--- src/rtl/circle_rasterizer_defines.svh ---
// Assertion helpers for the RTL file that checks its own logic.
`ifndef CIRCLE_RASTERIZER_DEFINES_SVH
`define CIRCLE_RASTERIZER_DEFINES_SVH

// Same-cycle implication, checked on every clock edge outside reset.
`define CRAST_ASSERT_NOW(lbl, ante, cons, msg) \
  lbl: assert property (@(posedge clk) disable iff (!rst_n) (ante) |-> (cons)) \
    else $error(msg);

// Next-cycle implication, checked on every clock edge outside reset.
`define CRAST_ASSERT_NEXT(lbl, ante, cons, msg) \
  lbl: assert property (@(posedge clk) disable iff (!rst_n) (ante) |=> (cons)) \
    else $error(msg);

`endif

--- src/rtl/crast_pkg.sv ---
package crast_pkg;

  localparam int COORD_BITS = 10;
  localparam int STEP_W     = COORD_BITS + 1;
  localparam int DEC_W      = COORD_BITS + 6;
  localparam int PIX_W      = 12;
  localparam int SUM_W      = (COORD_BITS + 3 > PIX_W) ? COORD_BITS + 3 : PIX_W + 1;
  localparam int DIM_W      = 11;
  localparam int IDX_W      = 3;
  localparam int ADDR_W     = 3;
  localparam int DATA_W     = 32;

  localparam logic [DIM_W-1:0] WIDTH_RESET  = DIM_W'(400);
  localparam logic [DIM_W-1:0] HEIGHT_RESET = DIM_W'(400);

  localparam logic [IDX_W-1:0] LAST_IDX = IDX_W'(7);

  localparam logic ACT_START = 1'b0;
  localparam logic ACT_STEP  = 1'b1;

  localparam logic REG_WIDTH  = 1'b0;
  localparam logic REG_HEIGHT = 1'b1;

  typedef struct packed {
    logic                  action;
    logic [COORD_BITS-1:0] center_x;
    logic [COORD_BITS-1:0] center_y;
    logic [COORD_BITS-1:0] radius;
  } in_item_t;

  typedef struct packed {
    logic signed [PIX_W-1:0] pixel_x;
    logic signed [PIX_W-1:0] pixel_y;
    logic                    pixel_valid;
    logic                    inside_image;
    logic                    last;
    logic                    circle_done;
  } out_item_t;

  // One step's worth of work handed to the pixel emitter.
  typedef struct packed {
    logic                    pix;
    logic                    done;
    logic [STEP_W-1:0]       x;
    logic signed [STEP_W-1:0] y;
    logic [COORD_BITS-1:0]   cx;
    logic [COORD_BITS-1:0]   cy;
  } job_t;

endpackage

--- src/rtl/circle_rasterizer.sv ---
// Circle rasterizer, midpoint decision variable with eight-way mirroring.
// A step item with a point left yields eight results, one per cycle while
// out_ready holds; a step with nothing left to draw yields one done result.
// The next item is taken as the emitter loads the last result of a step.
// Reset (synchronous, rst_n low): no circle active, image size 400 x 400.
`include "circle_rasterizer_defines.svh"

module circle_rasterizer
  import crast_pkg::*;
(
  input  logic              clk,
  input  logic              rst_n,
  input  logic              in_valid,
  output logic              in_ready,
  input  in_item_t          in_data,
  output logic              out_valid,
  input  logic              out_ready,
  output out_item_t         out_data,
  input  logic              cfg_psel,
  input  logic              cfg_penable,
  input  logic              cfg_pwrite,
  input  logic [ADDR_W-1:0] cfg_paddr,
  input  logic [DATA_W-1:0] cfg_pwdata,
  output logic [DATA_W-1:0] cfg_prdata,
  output logic              cfg_pready
);

  logic [DIM_W-1:0]         width_r;
  logic [DIM_W-1:0]         height_r;
  logic [COORD_BITS-1:0]    cx_r;
  logic [COORD_BITS-1:0]    cy_r;
  logic [STEP_W-1:0]        x_r;
  logic signed [STEP_W-1:0] y_r;
  logic signed [DEC_W-1:0]  d_r;
  logic                     run_r;

  logic [STEP_W-1:0]        x_nxt;
  logic signed [STEP_W-1:0] y_nxt;
  logic signed [DEC_W-1:0]  d_nxt;

  logic                     in_fire;
  logic                     cfg_wr;
  logic                     job_ready;
  logic                     job_valid;
  job_t                     job;

  logic signed [STEP_W:0]   xs;
  logic signed [STEP_W:0]   ys;
  logic signed [STEP_W:0]   xs_nxt;
  logic signed [STEP_W:0]   ys_nxt;
  logic signed [STEP_W:0]   diff;
  logic                     have_point;
  logic                     dec_le0;
  logic                     done_nxt;

  assign cfg_pready = 1'b1;
  assign cfg_wr     = cfg_psel && cfg_penable && cfg_pwrite && cfg_pready;

  always_comb begin
    unique case (cfg_paddr[2])
      REG_WIDTH:  cfg_prdata = DATA_W'(width_r);
      REG_HEIGHT: cfg_prdata = DATA_W'(height_r);
      default:    cfg_prdata = '0;
    endcase
  end

  always_ff @(posedge clk) begin
    if (!rst_n) begin
      width_r  <= WIDTH_RESET;
      height_r <= HEIGHT_RESET;
    end else if (cfg_wr) begin
      if (cfg_paddr[2] == REG_WIDTH) begin
        width_r <= cfg_pwdata[DIM_W-1:0];
      end else begin
        height_r <= cfg_pwdata[DIM_W-1:0];
      end
    end
  end

  assign in_ready = job_ready;
  assign in_fire  = in_valid && in_ready;

  assign xs         = $signed({1'b0, x_r});
  assign ys         = {y_r[STEP_W-1], y_r};
  assign have_point = run_r && !(xs > ys);
  assign dec_le0    = d_r[DEC_W-1] || (d_r == '0);
  assign diff       = xs - ys;

  // Advance the octant point; y drops only when the decision is positive.
  always_comb begin
    x_nxt = x_r + STEP_W'(1);
    if (dec_le0) begin
      y_nxt = y_r;
      d_nxt = d_r + $signed({{(DEC_W-STEP_W-2){1'b0}}, x_r, 2'b00}) + DEC_W'(6);
    end else begin
      y_nxt = y_r - STEP_W'(1);
      d_nxt = d_r + $signed({{(DEC_W-STEP_W-3){diff[STEP_W]}}, diff, 2'b00}) + DEC_W'(10);
    end
  end

  assign xs_nxt   = $signed({1'b0, x_nxt});
  assign ys_nxt   = {y_nxt[STEP_W-1], y_nxt};
  assign done_nxt = xs_nxt > ys_nxt;

  assign job_valid = in_fire && (in_data.action == ACT_STEP);
  assign job.pix   = have_point;
  assign job.done  = done_nxt;
  assign job.x     = x_r;
  assign job.y     = y_r;
  assign job.cx    = cx_r;
  assign job.cy    = cy_r;

  always_ff @(posedge clk) begin
    if (!rst_n) begin
      run_r <= 1'b0;
      x_r   <= '0;
      y_r   <= '0;
      d_r   <= '0;
      cx_r  <= '0;
      cy_r  <= '0;
    end else if (in_fire) begin
      if (in_data.action == ACT_START) begin
        cx_r  <= in_data.center_x;
        cy_r  <= in_data.center_y;
        x_r   <= '0;
        y_r   <= $signed({1'b0, in_data.radius});
        d_r   <= DEC_W'(3) - $signed({{(DEC_W-COORD_BITS-1){1'b0}}, in_data.radius, 1'b0});
        run_r <= 1'b1;
      end else if (have_point) begin
        x_r   <= x_nxt;
        y_r   <= y_nxt;
        d_r   <= d_nxt;
        run_r <= !done_nxt;
      end else begin
        run_r <= 1'b0;
      end
    end
  end

  crast_emit u_emit (
    .clk          (clk),
    .rst_n        (rst_n),
    .job_valid    (job_valid),
    .job          (job),
    .job_ready    (job_ready),
    .image_width  (width_r),
    .image_height (height_r),
    .out_valid    (out_valid),
    .out_ready    (out_ready),
    .out_data     (out_data)
  );

  `CRAST_ASSERT_NEXT(a_start_runs, in_fire && (in_data.action == ACT_START), run_r, "start did not arm the circle")
  `CRAST_ASSERT_NOW(a_run_point_left, run_r, !(xs > ys), "circle active with no octant point left")
  `CRAST_ASSERT_NOW(a_done_only_shape, out_valid && !out_data.pixel_valid, out_data.last && out_data.circle_done && !out_data.inside_image, "malformed done result")

endmodule

--- src/rtl/crast_emit.sv ---
module crast_emit
  import crast_pkg::*;
(
  input  logic             clk,
  input  logic             rst_n,
  input  logic             job_valid,
  input  job_t             job,
  output logic             job_ready,
  input  logic [DIM_W-1:0] image_width,
  input  logic [DIM_W-1:0] image_height,
  output logic             out_valid,
  input  logic             out_ready,
  output out_item_t        out_data
);

  logic             busy_r;
  job_t             job_r;
  logic [IDX_W-1:0] idx_r;
  logic             out_valid_r;
  out_item_t        out_r;

  logic load;
  logic last_now;

  logic signed [SUM_W-1:0] xo;
  logic signed [SUM_W-1:0] yo;
  logic signed [SUM_W-1:0] ox;
  logic signed [SUM_W-1:0] oy;
  logic signed [SUM_W-1:0] sum_x;
  logic signed [SUM_W-1:0] sum_y;
  logic signed [SUM_W-1:0] w_s;
  logic signed [SUM_W-1:0] h_s;
  logic                    in_image;
  out_item_t               res;

  assign load      = busy_r && (!out_valid_r || out_ready);
  assign last_now  = !job_r.pix || (idx_r == LAST_IDX);
  assign job_ready = !busy_r || (load && last_now);

  assign xo = $signed({{(SUM_W-STEP_W){1'b0}}, job_r.x});
  assign yo = SUM_W'(job_r.y);

  // Octant mirror order: (x,y) (-x,y) (x,-y) (-x,-y) (y,x) (y,-x) (-y,x) (-y,-x)
  always_comb begin
    case (idx_r)
      3'd0:    begin ox =  xo; oy =  yo; end
      3'd1:    begin ox = -xo; oy =  yo; end
      3'd2:    begin ox =  xo; oy = -yo; end
      3'd3:    begin ox = -xo; oy = -yo; end
      3'd4:    begin ox =  yo; oy =  xo; end
      3'd5:    begin ox =  yo; oy = -xo; end
      3'd6:    begin ox = -yo; oy =  xo; end
      default: begin ox = -yo; oy = -xo; end
    endcase
  end

  assign sum_x = $signed({{(SUM_W-COORD_BITS){1'b0}}, job_r.cx}) + ox;
  assign sum_y = $signed({{(SUM_W-COORD_BITS){1'b0}}, job_r.cy}) + oy;
  assign w_s   = $signed({{(SUM_W-DIM_W){1'b0}}, image_width});
  assign h_s   = $signed({{(SUM_W-DIM_W){1'b0}}, image_height});
  assign in_image = !sum_x[SUM_W-1] && !sum_y[SUM_W-1] && (sum_x < w_s) && (sum_y < h_s);

  always_comb begin
    if (job_r.pix) begin
      res.pixel_x      = sum_x[PIX_W-1:0];
      res.pixel_y      = sum_y[PIX_W-1:0];
      res.pixel_valid  = 1'b1;
      res.inside_image = in_image;
      res.last         = (idx_r == LAST_IDX);
      res.circle_done  = job_r.done;
    end else begin
      res.pixel_x      = '0;
      res.pixel_y      = '0;
      res.pixel_valid  = 1'b0;
      res.inside_image = 1'b0;
      res.last         = 1'b1;
      res.circle_done  = 1'b1;
    end
  end

  always_ff @(posedge clk) begin
    if (!rst_n) begin
      busy_r      <= 1'b0;
      idx_r       <= '0;
      out_valid_r <= 1'b0;
    end else begin
      if (job_valid && job_ready) begin
        busy_r <= 1'b1;
        idx_r  <= '0;
      end else if (load && last_now) begin
        busy_r <= 1'b0;
      end else if (load) begin
        idx_r <= idx_r + IDX_W'(1);
      end

      if (load) begin
        out_valid_r <= 1'b1;
      end else if (out_ready) begin
        out_valid_r <= 1'b0;
      end
    end
  end

  always_ff @(posedge clk) begin
    if (job_valid && job_ready) begin
      job_r <= job;
    end
    if (load) begin
      out_r <= res;
    end
  end

  assign out_valid = out_valid_r;
  assign out_data  = out_r;

endmodule
--- config.mk ---
export PLATFORM = sky130hd
export DESIGN_NAME = circle_rasterizer
export DESIGN_NICKNAME = d
export VERILOG_FILES = /design/src/rtl/crast_pkg.sv /design/src/rtl/circle_rasterizer.sv /design/src/rtl/crast_emit.sv
export VERILOG_INCLUDE_DIRS = /design/src /design/src/rtl
export SDC_FILE = /design/constraint.sdc
export NUM_CORES = 1
export LEC_CHECK = 0
export CAP_MARGIN = 5
export CORE_MARGIN = 3
export CORE_UTILIZATION = 65
export CTS_CLUSTER_DIAMETER = 50
export CTS_CLUSTER_SIZE = 30
export DETAILED_ROUTE_END_ITERATION = 10
export DONT_BUFFER_PORTS = 1
export HOLD_SLACK_MARGIN = 0.02
export PLACE_DENSITY_LB_ADDON = 0.05
export SYNTH_ARGS = -nofsm -noshare
export SYNTH_HDL_FRONTEND = slang
export SYNTH_SLANG_ARGS = --single-unit
--- constraint.sdc ---
create_clock -name clk -period 6.4 [get_ports clk]
set_input_delay 0.32 -clock clk [delete_from_list [all_inputs] [get_ports clk]]
set_output_delay 0.32 -clock clk [all_outputs]
set_load 0.01 [all_outputs]
-- Word-level counts from Yosys, hierarchy flattened
Index checks and enable logic that the tools add are counted.
- register bits after elaboration: 158
- bits of input ports: 73
- output and inout port bits: 63
- logic and storage cells: 108
- add/sub/neg operators: 13
- magnitude comparators: 4
- equality and inequality tests: 8
- mux-type cells: 18
- bitwise gates (word level): 4
- reduce and logical (&&, ||, !) cells: 38
- operators by type and width (cell ; number):
    $pmux 13 s3 ; 2
    $pmux 32 s2 ; 1
    $mux 11 ; 5
    $mux 16 ; 3
    $add 16x14->16 ; 2
    $add 11x13->13 ; 2
    $lt 13x12->1 ; 2
    $neg 11->13 ; 2
    $gt 12x11->1 ; 2
    $add 16x4->16 const B ; 1
    $add 16x5->16 const B ; 1
    $logic_not 16->1 ; 1
    $reduce_or 2->1 ; 7
    $eq 3x3->1 const B ; 4
    $sub 12x11->12 ; 1
    $sub 2x11->12 const A ; 1
    $add 11x1->11 const B ; 1
    $logic_and 1x1->1 ; 11
    $sub 11x2->11 const B ; 1
    $reduce_and 2->1 ; 5
    $logic_not 1->1 ; 7
    $eq 3x2->1 const B ; 2
    $mux 1 ; 6
    $logic_or 1x1->1 ; 4
    other kinds (7) ; 11

-- Longest topological paths before layout
Gate-level depths: netlist of run 1.
- word-level depth: 9
- depth in mapped cells: 22
- depth with buffers taken out: 20

-- Modules after synthesis
A second synthesis of run 1 with hierarchy kept.
- cell total of the unflattened synthesis: 1321
- area total of the unflattened synthesis: 11418.5 sq um
- by module, submodules not included (module ; instances ; cells an instance ; area an instance (sq um) ; sequential area each (sq um)):
    circle_rasterizer ; 1 ; 804 ; 6224.7 ; 1621.6
    crast_emit ; 1 ; 517 ; 5193.7 ; 2262.2

-- Worst setup path after synthesis of run 1
OpenSTA, ideal clock, no wires.
- path kind: flip-flop to flip-flop
- start: register u_emit.idx_r[0]
- end: register u_emit.out_r (netlist bit u_emit.out_data[2]), data pin
- setup time: 0.176 ns
- arrival time: 4.379 ns
- data required time: 6.224 ns
- slack: 1.845 ns
- stages on the path, launching flop included: 21
- buffers on the path: 1
- clock period less this slack: 4.555 ns
- cell sequence: dfxtp_1 > inv_1 > ha_1 > nor4_1 > a21oi_1 > clkbuf_1 > o21ai_0 > o21ai_0 > ha_1 > fa_1 > a21o_1 > a21oi_1 > o21ai_0 > o41ai_1 > o21a_1 > xnor2_1 > ha_1 > a22oi_1 > nand3_1 > a41o_1 > nor4_1
- elaborated cells on any way between the ends: 24
- those cells by class: add/sub: 2; order compare: 2; eq/ne: 6; mux: 2; reduce/logical: 12
- RTL lines (what ; line ; RTL):
    from (decl) ; crast_emit.sv:18 ; logic [IDX_W-1:0] idx_r;
    from (signal assigned) ; crast_emit.sv:93 ; idx_r <= idx_r + IDX_W'(1);
    $eq 3x3->1 (tied with other cells) ; crast_emit.sv:45 ; case (idx_r)
    $reduce_or 2->1 (no line) ; n/a ;
    $pmux 13 s3 (*) ; crast_emit.sv:45 ;
    $add 11x13->13 (*) ; crast_emit.sv:57 ; assign sum_x = $signed({{(SUM_W-COORD_BITS){1'b0}}, job_r.cx}) + ox;
    net u_emit.sum_x[10] ; crast_emit.sv:29 ; logic signed [SUM_W-1:0] sum_x;
    $lt 13x12->1 (*) ; crast_emit.sv:61 ; assign in_image = !sum_x[SUM_W-1] && !sum_y[SUM_W-1] && (sum_x < w_s) && (sum_y < h_s);
    $logic_and 1x1->1 (*) (2 in a row) ; crast_emit.sv:61 ;
    to (signal assigned) ; crast_emit.sv:109 ; out_r <= res;
    to (decl) ; crast_emit.sv:20 ; out_item_t out_r;
The timed path passes the listed nets; every way through them passes the cells marked *.
A chain may end at the register's enable or synchronous reset.

-- Final worst setup path of run 1
Ends and elaborated chain as after synthesis.

==> flow_metrics.env, run 1 <==
export IMPL_status="finished, final reports clean"
export IMPL_ios=136
export IMPL_cp_start_kind="flop"
export IMPL_yosysWarnings=0
export IMPL_ctsResizeCount=0
export IMPL_coreArea_um2=16900
export IMPL_critical_path_cell_chain="inv_1, ha_1, nor4_1, a21oi_1, buf_4, o21ai_0, o21ai_0, ha_1, fa_1, a21o_1, a21oi_1, o21ai_0, o41ai_1, o21a_1, xnor2_1, ha_1, a22oi_1, nand3_1, a41o_1, nor4_1"
export IMPL_dieArea_um2=19200
export IMPL_htree_levels=4
export IMPL_wl_per_cell_um=20.4
export IMPL_antenna_found_initial=1
export IMPL_register_area_um2=3880
export IMPL_cts_tree="done"
export IMPL_gr_usage_met2_pct=46.6
export IMPL_p_per_area_nw_per_um2=269
export IMPL_place_gp_congestion=0.962
export IMPL_syn_area_um2=11400
export IMPL_grt_max_degree=63
export IMPL_drive_above_1_share_pct=4.43
export IMPL_synth_top_area_share_pct=18.9
export IMPL_ant_nets=0
export IMPL_global_route_overflow_total=0
export IMPL_clk_pin_slew_ns=0.07
export IMPL_vdd_drop_max_mv=0.283
export IMPL_firstDrtPassIters=6
export IMPL_wl_um=32100
export IMPL_hold_buffers=13
export IMPL_vias=10100
export IMPL_grt_pass1_vias=9178
export IMPL_crit_slowest_cell="o41ai_1"
export IMPL_top_usage_layer="met1"
export IMPL_endpoint_kind="flop"
export IMPL_fin_util_pct=72.6
export IMPL_hold_viol_final=0
export IMPL_row_count=47
export IMPL_cp_slowest_stage_delay_ns=0.50
export IMPL_tightestPinTransition_ns=1.11
export IMPL_fmax_ghz=0.182
export IMPL_port_buffers=0
export IMPL_ys_types=75
export IMPL_synth_edf_count=72
export IMPL_async_flop_share_pct=0
export IMPL_clkLatencyLatePin_ns=0.43
export IMPL_met1_usage_pct=50.4
export IMPL_cts_setup_buffers=0
export IMPL_relSlewSlack_pct=25.4
export IMPL_rsz0062_at_grt="no"
export IMPL_die_h_um=139
export IMPL_grt_pass1_wl_um=50500
export IMPL_ys_flop_type="dfxtp_1"
export IMPL_p_leak_nw=5.10
export IMPL_antenna_cells=0
export IMPL_critPathBufInv=2
export IMPL_initial_core_util_pct=67.6
export IMPL_cts_max_path_buffers=2
export IMPL_cp_data_required_time_ns=6.65
export IMPL_die_x_um=139
export IMPL_avgSynthCellArea_um2=8.48
export IMPL_hold_class="input pin to flop"
export IMPL_crit_family="compound AO/OA/AOI/OAI gates"
export IMPL_slew_violations=0
export IMPL_cp_max_fo=11
export IMPL_cap_viol_max_count=0
export IMPL_timing_final_crit_period_ns=5.48
export IMPL_yosys_top_cells_area="edfxtp_1 (19%), dfxtp_1 (15%), ha_1 (14%), a21oi_1 (5.6%), nand2_1 (5.1%)"
export IMPL_tns_ns=0
export IMPL_hpwl_um=24000
export IMPL_synthCells=1346
export IMPL_synth_largest_area_cell="edfxtp_1"
export IMPL_yosysSeqAreaShare_pct=34.0
export IMPL_skew_ns=0.0129
export IMPL_layout_nets=1542
export IMPL_area_delta_synth_final_pct=7.28
export IMPL_fillers=1317
export IMPL_finalSetupViolations=0
export IMPL_post_route_period_util_pct=85.7
export IMPL_layout_commonest_cell="nand2_1"
export IMPL_routed_via_density=6.40
export IMPL_path_class="flop to flop"
export IMPL_cts_sinks=158
export IMPL_multi_input_comb_area_um2=6960
export IMPL_drcViolationCount=0
export IMPL_cts_root_buf="clkbuf_16"
export IMPL_layout_common_cells="nand2_1 (155), a21oi_1 (128), ha_1 (124)"
export IMPL_drt_initial_drc_count=1164
export IMPL_arrival_ns=5.74
export IMPL_synth_seq_cells=158
export IMPL_track_usage_pct=32.8
export IMPL_met3_usage_pct=7.80
export IMPL_cts_buffers=17
per-layer routing:
metal,vias up,wire length (um)
met4,0,522
met2,524,13600
met3,42,3710
met1,4711,14300
met5,-,0
li1,4789,-
per-stage QoR:
stage | cells | total power (W) | hold slack [ns] | instance area, um2 | worst slack [ns]
after global placement | 1528 | 0.00221 | 0.410 | 11500 | 1.18
after global routing | 1573 | 0.00348 | 0.0279 | 12200 | 0.662
final | 1573 | 0.00329 | 0.0261 | 12200 | 0.916
after CTS | 1573 | 0.00328 | 0.0207 | 12200 | 1.02
after floorplan | 1366 | 0.00202 | 0.406 | 11500 | 1.85
after detailed placement | 1528 | 0.00224 | 0.415 | 11500 | 1.04
cells in the mapped netlist, types with 10 or more instances:
| master | number |
|---|---|
| a211oi_1 | 11 |
| a21o_1 | 28 |
| a21oi_1 | 128 |
| and2_1 | 29 |
| and3_1 | 14 |
| buf_4 | 23 |
| clkbuf_1 | 41 |
| dfxtp_1 | 86 |
| edfxtp_1 | 72 |
| ha_1 | 124 |
| inv_1 | 77 |
| nand2_1 | 155 |
| nand2b_1 | 10 |
| nand3_1 | 32 |
| nor2_1 | 118 |
| nor2b_1 | 14 |
| nor3_1 | 36 |
| nor4_1 | 11 |
| o211ai_1 | 23 |
| o21a_1 | 10 |
| o21ai_0 | 81 |
| xnor2_1 | 60 |
| xor2_1 | 17 |
worst reg2reg max path, delay by kind of cell (launching register included):
family | cells | cell delay [ns]
and+or+nand+nor | 3 | 0.66
xor gates and xnor gates | 1 | 0.20
AOI/OAI and AO/OA | 10 | 2.34
DFF | 1 | 0.44
buffers and inverters | 2 | 0.42
adders and majority gates | 4 | 1.25
registers in the layout, summed over array words and instances (netlist names):
signal and cells:
u_emit.job_r 44, u_emit.out_data 28, d_r 16, height_r 11, width_r 11, x_r 11, y_r 11, cx_r 10
cy_r 10, u_emit.idx_r 3, run_r 1, u_emit.busy_r 1, u_emit.out_valid 1
power by group:
part / leakage, nW / total [W] / internal, W / switching, W
sequential: 1.40 / 0.00118 / 0.00112 / 0.0000634
combinational: 3.40 / 0.00108 / 0.000449 / 0.000626
clock: 0.297 / 0.00103 / 0.000607 / 0.000426
total: 5.10 / 0.00329 / 0.00218 / 0.00112
cell type report:
| class | count | share of cell area, % |
|---|---|---|
| multi-input cells | 1058 | 56.8 |
| inverters | 79 | 2.42 |
| clock buffers | 22 | 4.14 |
| well taps | 220 | 2.25 |
| flip-flops and latches | 158 | 31.7 |
| clock inverters | 10 | 0.817 |
| repair buffers | 26 | 1.86 |
kinds of logic (layout without fill, tap and decap cells):
logic type,count (synthesis),in the layout,share of synthesized area [%]
buffers and inverters,150,137,5.81
AND/OR/NAND/NOR,448,448,18.1
flip-flops,158,158,34.0
multiplexers,8,8,0.723
XOR/XNOR,78,78,6.10
adder cells (fa/ha/maj),129,129,14.5
other,2,22,0.0658
AO/OA/AOI/OAI,373,373,20.7
worst paths after layout:
check        depth (start not counted)            endpoint            start  slack (ns)
max                                 20  u_emit.out_data[2]  u_emit.idx_r[0]        0.92
min                                  2             cy_r[8]      in_data[18]        0.03
max reg2reg                         20  u_emit.out_data[2]  u_emit.idx_r[0]        0.92
min reg2reg                          0    u_emit.job_r[19]          cx_r[9]        0.43
(Power assumes the default switching activity.)
==> inputs of run 2 (changes only) <==
--- a/config.mk
+++ b/config.mk
@@ -6,13 +6,13 @@
 export SDC_FILE = /design/constraint.sdc
 export NUM_CORES = 1
 export LEC_CHECK = 0
+export BUFFER_PORTS_ARGS = -buffer_cell sky130_fd_sc_hd__buf_2
 export CAP_MARGIN = 5
 export CORE_MARGIN = 3
-export CORE_UTILIZATION = 65
+export CORE_UTILIZATION = 60
 export CTS_CLUSTER_DIAMETER = 50
 export CTS_CLUSTER_SIZE = 30
 export DETAILED_ROUTE_END_ITERATION = 10
-export DONT_BUFFER_PORTS = 1
 export HOLD_SLACK_MARGIN = 0.02
 export PLACE_DENSITY_LB_ADDON = 0.05
 export SYNTH_ARGS = -nofsm -noshare
==> run 2 against run 1 <==
- sequential power about the same
- cell area increased by 2.6%
- sequential cell count unchanged
- via count about the same
- core utilization decreased by 4.0 points
- fmax increased by 3.4%
- die area increased by 8.0%
- global-route usage decreased by 2.3 points
- clock power about the same
- highest routed layer is now met5
==> flow_metrics.env, run 2 (same netlist as run 1, synthesis figures left out) <==
export IMPL_status="finished, final reports clean"
export IMPL_r2r_slack_ns=1.10
export IMPL_ant_nets=0
export IMPL_rr_endpoint="u_emit.out_data[2]"
export IMPL_ios=136
export IMPL_cts_setup_buffers=0
export IMPL_hold_class="input pin to flop"
export IMPL_slew_violations=0
export IMPL_vdd_drop_max_mv=0.196
export IMPL_hold_buffers=0
export IMPL_hold_viol_final=0
export IMPL_antenna_found_initial=1
export IMPL_drive_above_1_share_pct=10.4
export IMPL_cp_max_fo=7
export IMPL_fillers=1519
export IMPL_layout_commonest_cell="nand2_1"
export IMPL_die_x_um=144
export IMPL_wl_um=31600
export IMPL_dp_cells=1627
export IMPL_clkLatencyLatePin_ns=0.44
export IMPL_ctsResizeCount=0
export IMPL_fin_cells=1659
export IMPL_die_h_um=144
export IMPL_dieArea_um2=20700
export IMPL_cts_max_path_buffers=2
export IMPL_vias=10100
export IMPL_cts_buffers=17
export IMPL_cts_tree="done"
export IMPL_cts_root_buf="clkbuf_16"
export IMPL_rr_startpoint="u_emit.idx_r[0]"
export IMPL_cp_data_required_time_ns=6.65
export IMPL_tns_ns=0
export IMPL_antenna_cells=0
export IMPL_worstSetupStartpoint="u_emit.idx_r[0]"
export IMPL_firstDrtPassIters=5
export IMPL_cap_viol_max_count=0
export IMPL_place_gp_congestion=0.947
export IMPL_global_route_overflow_total=0
export IMPL_p_per_area_nw_per_um2=263
export IMPL_endpoint_kind="flop"
export IMPL_grt_pass1_vias=8945
export IMPL_coreArea_um2=18300
export IMPL_track_usage_pct=30.5
export IMPL_port_buffers=90
export IMPL_tightestPinTransition_ns=1.12
export IMPL_grt_pass1_wl_um=49000
export IMPL_hold_path_depth=3
export IMPL_area_delta_synth_final_pct=10.0
export IMPL_row_count=49
export IMPL_post_route_period_util_pct=82.9
export IMPL_layout_nets=1619
export IMPL_htree_levels=4
export IMPL_cp_start_kind="flop"
export IMPL_p_leak_nw=5.40
export IMPL_p_total_w=0.00331
export IMPL_grt_max_degree=62
export IMPL_finalSetupViolations=0
export IMPL_endpoint="u_emit.out_data[2]"
export IMPL_wl_per_cell_um=19.0
export IMPL_hpwl_um=23900
export IMPL_path_class="flop to flop"
export IMPL_drcViolationCount=0
export IMPL_drt_initial_drc_count=928
export IMPL_skew_ns=0.0157
export IMPL_fmax_ghz=0.189
export IMPL_largest_register_ffs=44
export IMPL_rsz0062_at_grt="no"
export IMPL_arrival_ns=5.55
export IMPL_relSlewSlack_pct=25.3
export IMPL_layout_common_cells="nand2_1 (155), a21oi_1 (128), ha_1 (124)"
export IMPL_routed_via_density=6.06
export IMPL_initial_core_util_pct=62.3
export IMPL_timing_final_crit_period_ns=5.30
export IMPL_cts_sinks=158
export IMPL_largest_register="u_emit.job_r"
export IMPL_rr_worst_depth=19
export IMPL_clk_pin_slew_ns=0.06
run 2: cell types whose count changed in the layout (fill, tap and decap cells not counted), sizes merged:
cell,change
clkinv,-2
dlygate4sd3,-13
buf,+90
inv,+2
run 2: worst max-delay path, cell delays in order (launching register included):
cell and delay, ns:
dfxtp_1 0.46, inv_1 0.13, ha_1 0.28, nor4_1 0.34, a21oi_1 0.25, o21ai_0 0.16
o21ai_0 0.14, ha_1 0.26, fa_1 0.42, a21o_1 0.20, a21oi_1 0.21, o21ai_0 0.16
o41ai_1 0.50, o21a_1 0.30, xnor2_1 0.21, ha_1 0.30, a22oi_1 0.19, nand3_1 0.10
a41o_1 0.26, nor4_1 0.25
run 2: power breakdown:
part           switching (W)  total [W]  leakage [nW]  internal [W]
Combinational       0.000648    0.00111          3.72      0.000461
Clock               0.000438    0.00102         0.288      0.000585
Sequential         0.0000570    0.00118          1.40       0.00112
Total                0.00114    0.00331          5.40       0.00217
run 2: metal layers:
| metal | part of all wire, % | vias to the layer above | GRT usage [%] |
|---|---|---|---|
| met5 | 0.041 | - | 0 |
| met4 | 1.1 | 2 | 5.95 |
| met3 | 9.2 | 34 | 6.99 |
| met2 | 41 | 426 | 42.6 |
| met1 | 48 | 4644 | 48.0 |
| li1 | - | 4954 | - |
run 2: worst min path at each step:
| stage | from | slack (ns) | to |
|---|---|---|---|
| detailed placement | cy_r[8] | 0.42 | u_emit.job_r[8] |
| global route | in_data[22] | 0.11 | cx_r[2] |
| global placement | cy_r[1] | 0.41 | u_emit.job_r[1] |
| finish | in_data[22] | 0.13 | cx_r[2] |
| CTS | in_data[22] | 0.12 | cx_r[2] |
| floorplan | y_r[10] | 0.41 | u_emit.job_r[30] |
run 2: through the flow:
| stage | util, % | hold WS [ns] | setup slack (ns) | area, um2 |
|---|---|---|---|---|
| 2_1_floorplan | - | 0.406 | 1.85 | 11500 |
| 4_1_cts | 68.5 | 0.116 | 1.19 | 12600 |
| 6_report | 68.5 | 0.126 | 1.10 | 12600 |
| 3_3_place_gp | 65.3 | 0.411 | 1.37 | 12000 |
| 3_5_place_dp | 65.3 | 0.416 | 1.23 | 12000 |
| 5_1_grt | 68.5 | 0.112 | 0.752 | 12600 |
run 2: layout make-up:
cell class	instances	area, um2	share of cell area [%]
multi-input combinational	1058	6960	55.4
sequential	158	3880	30.9
timing repair buffer	103	548	4.36
clock buffer	22	485	3.87
inverter	79	297	2.36
tap	229	287	2.28
clock inverter	10	103	0.817
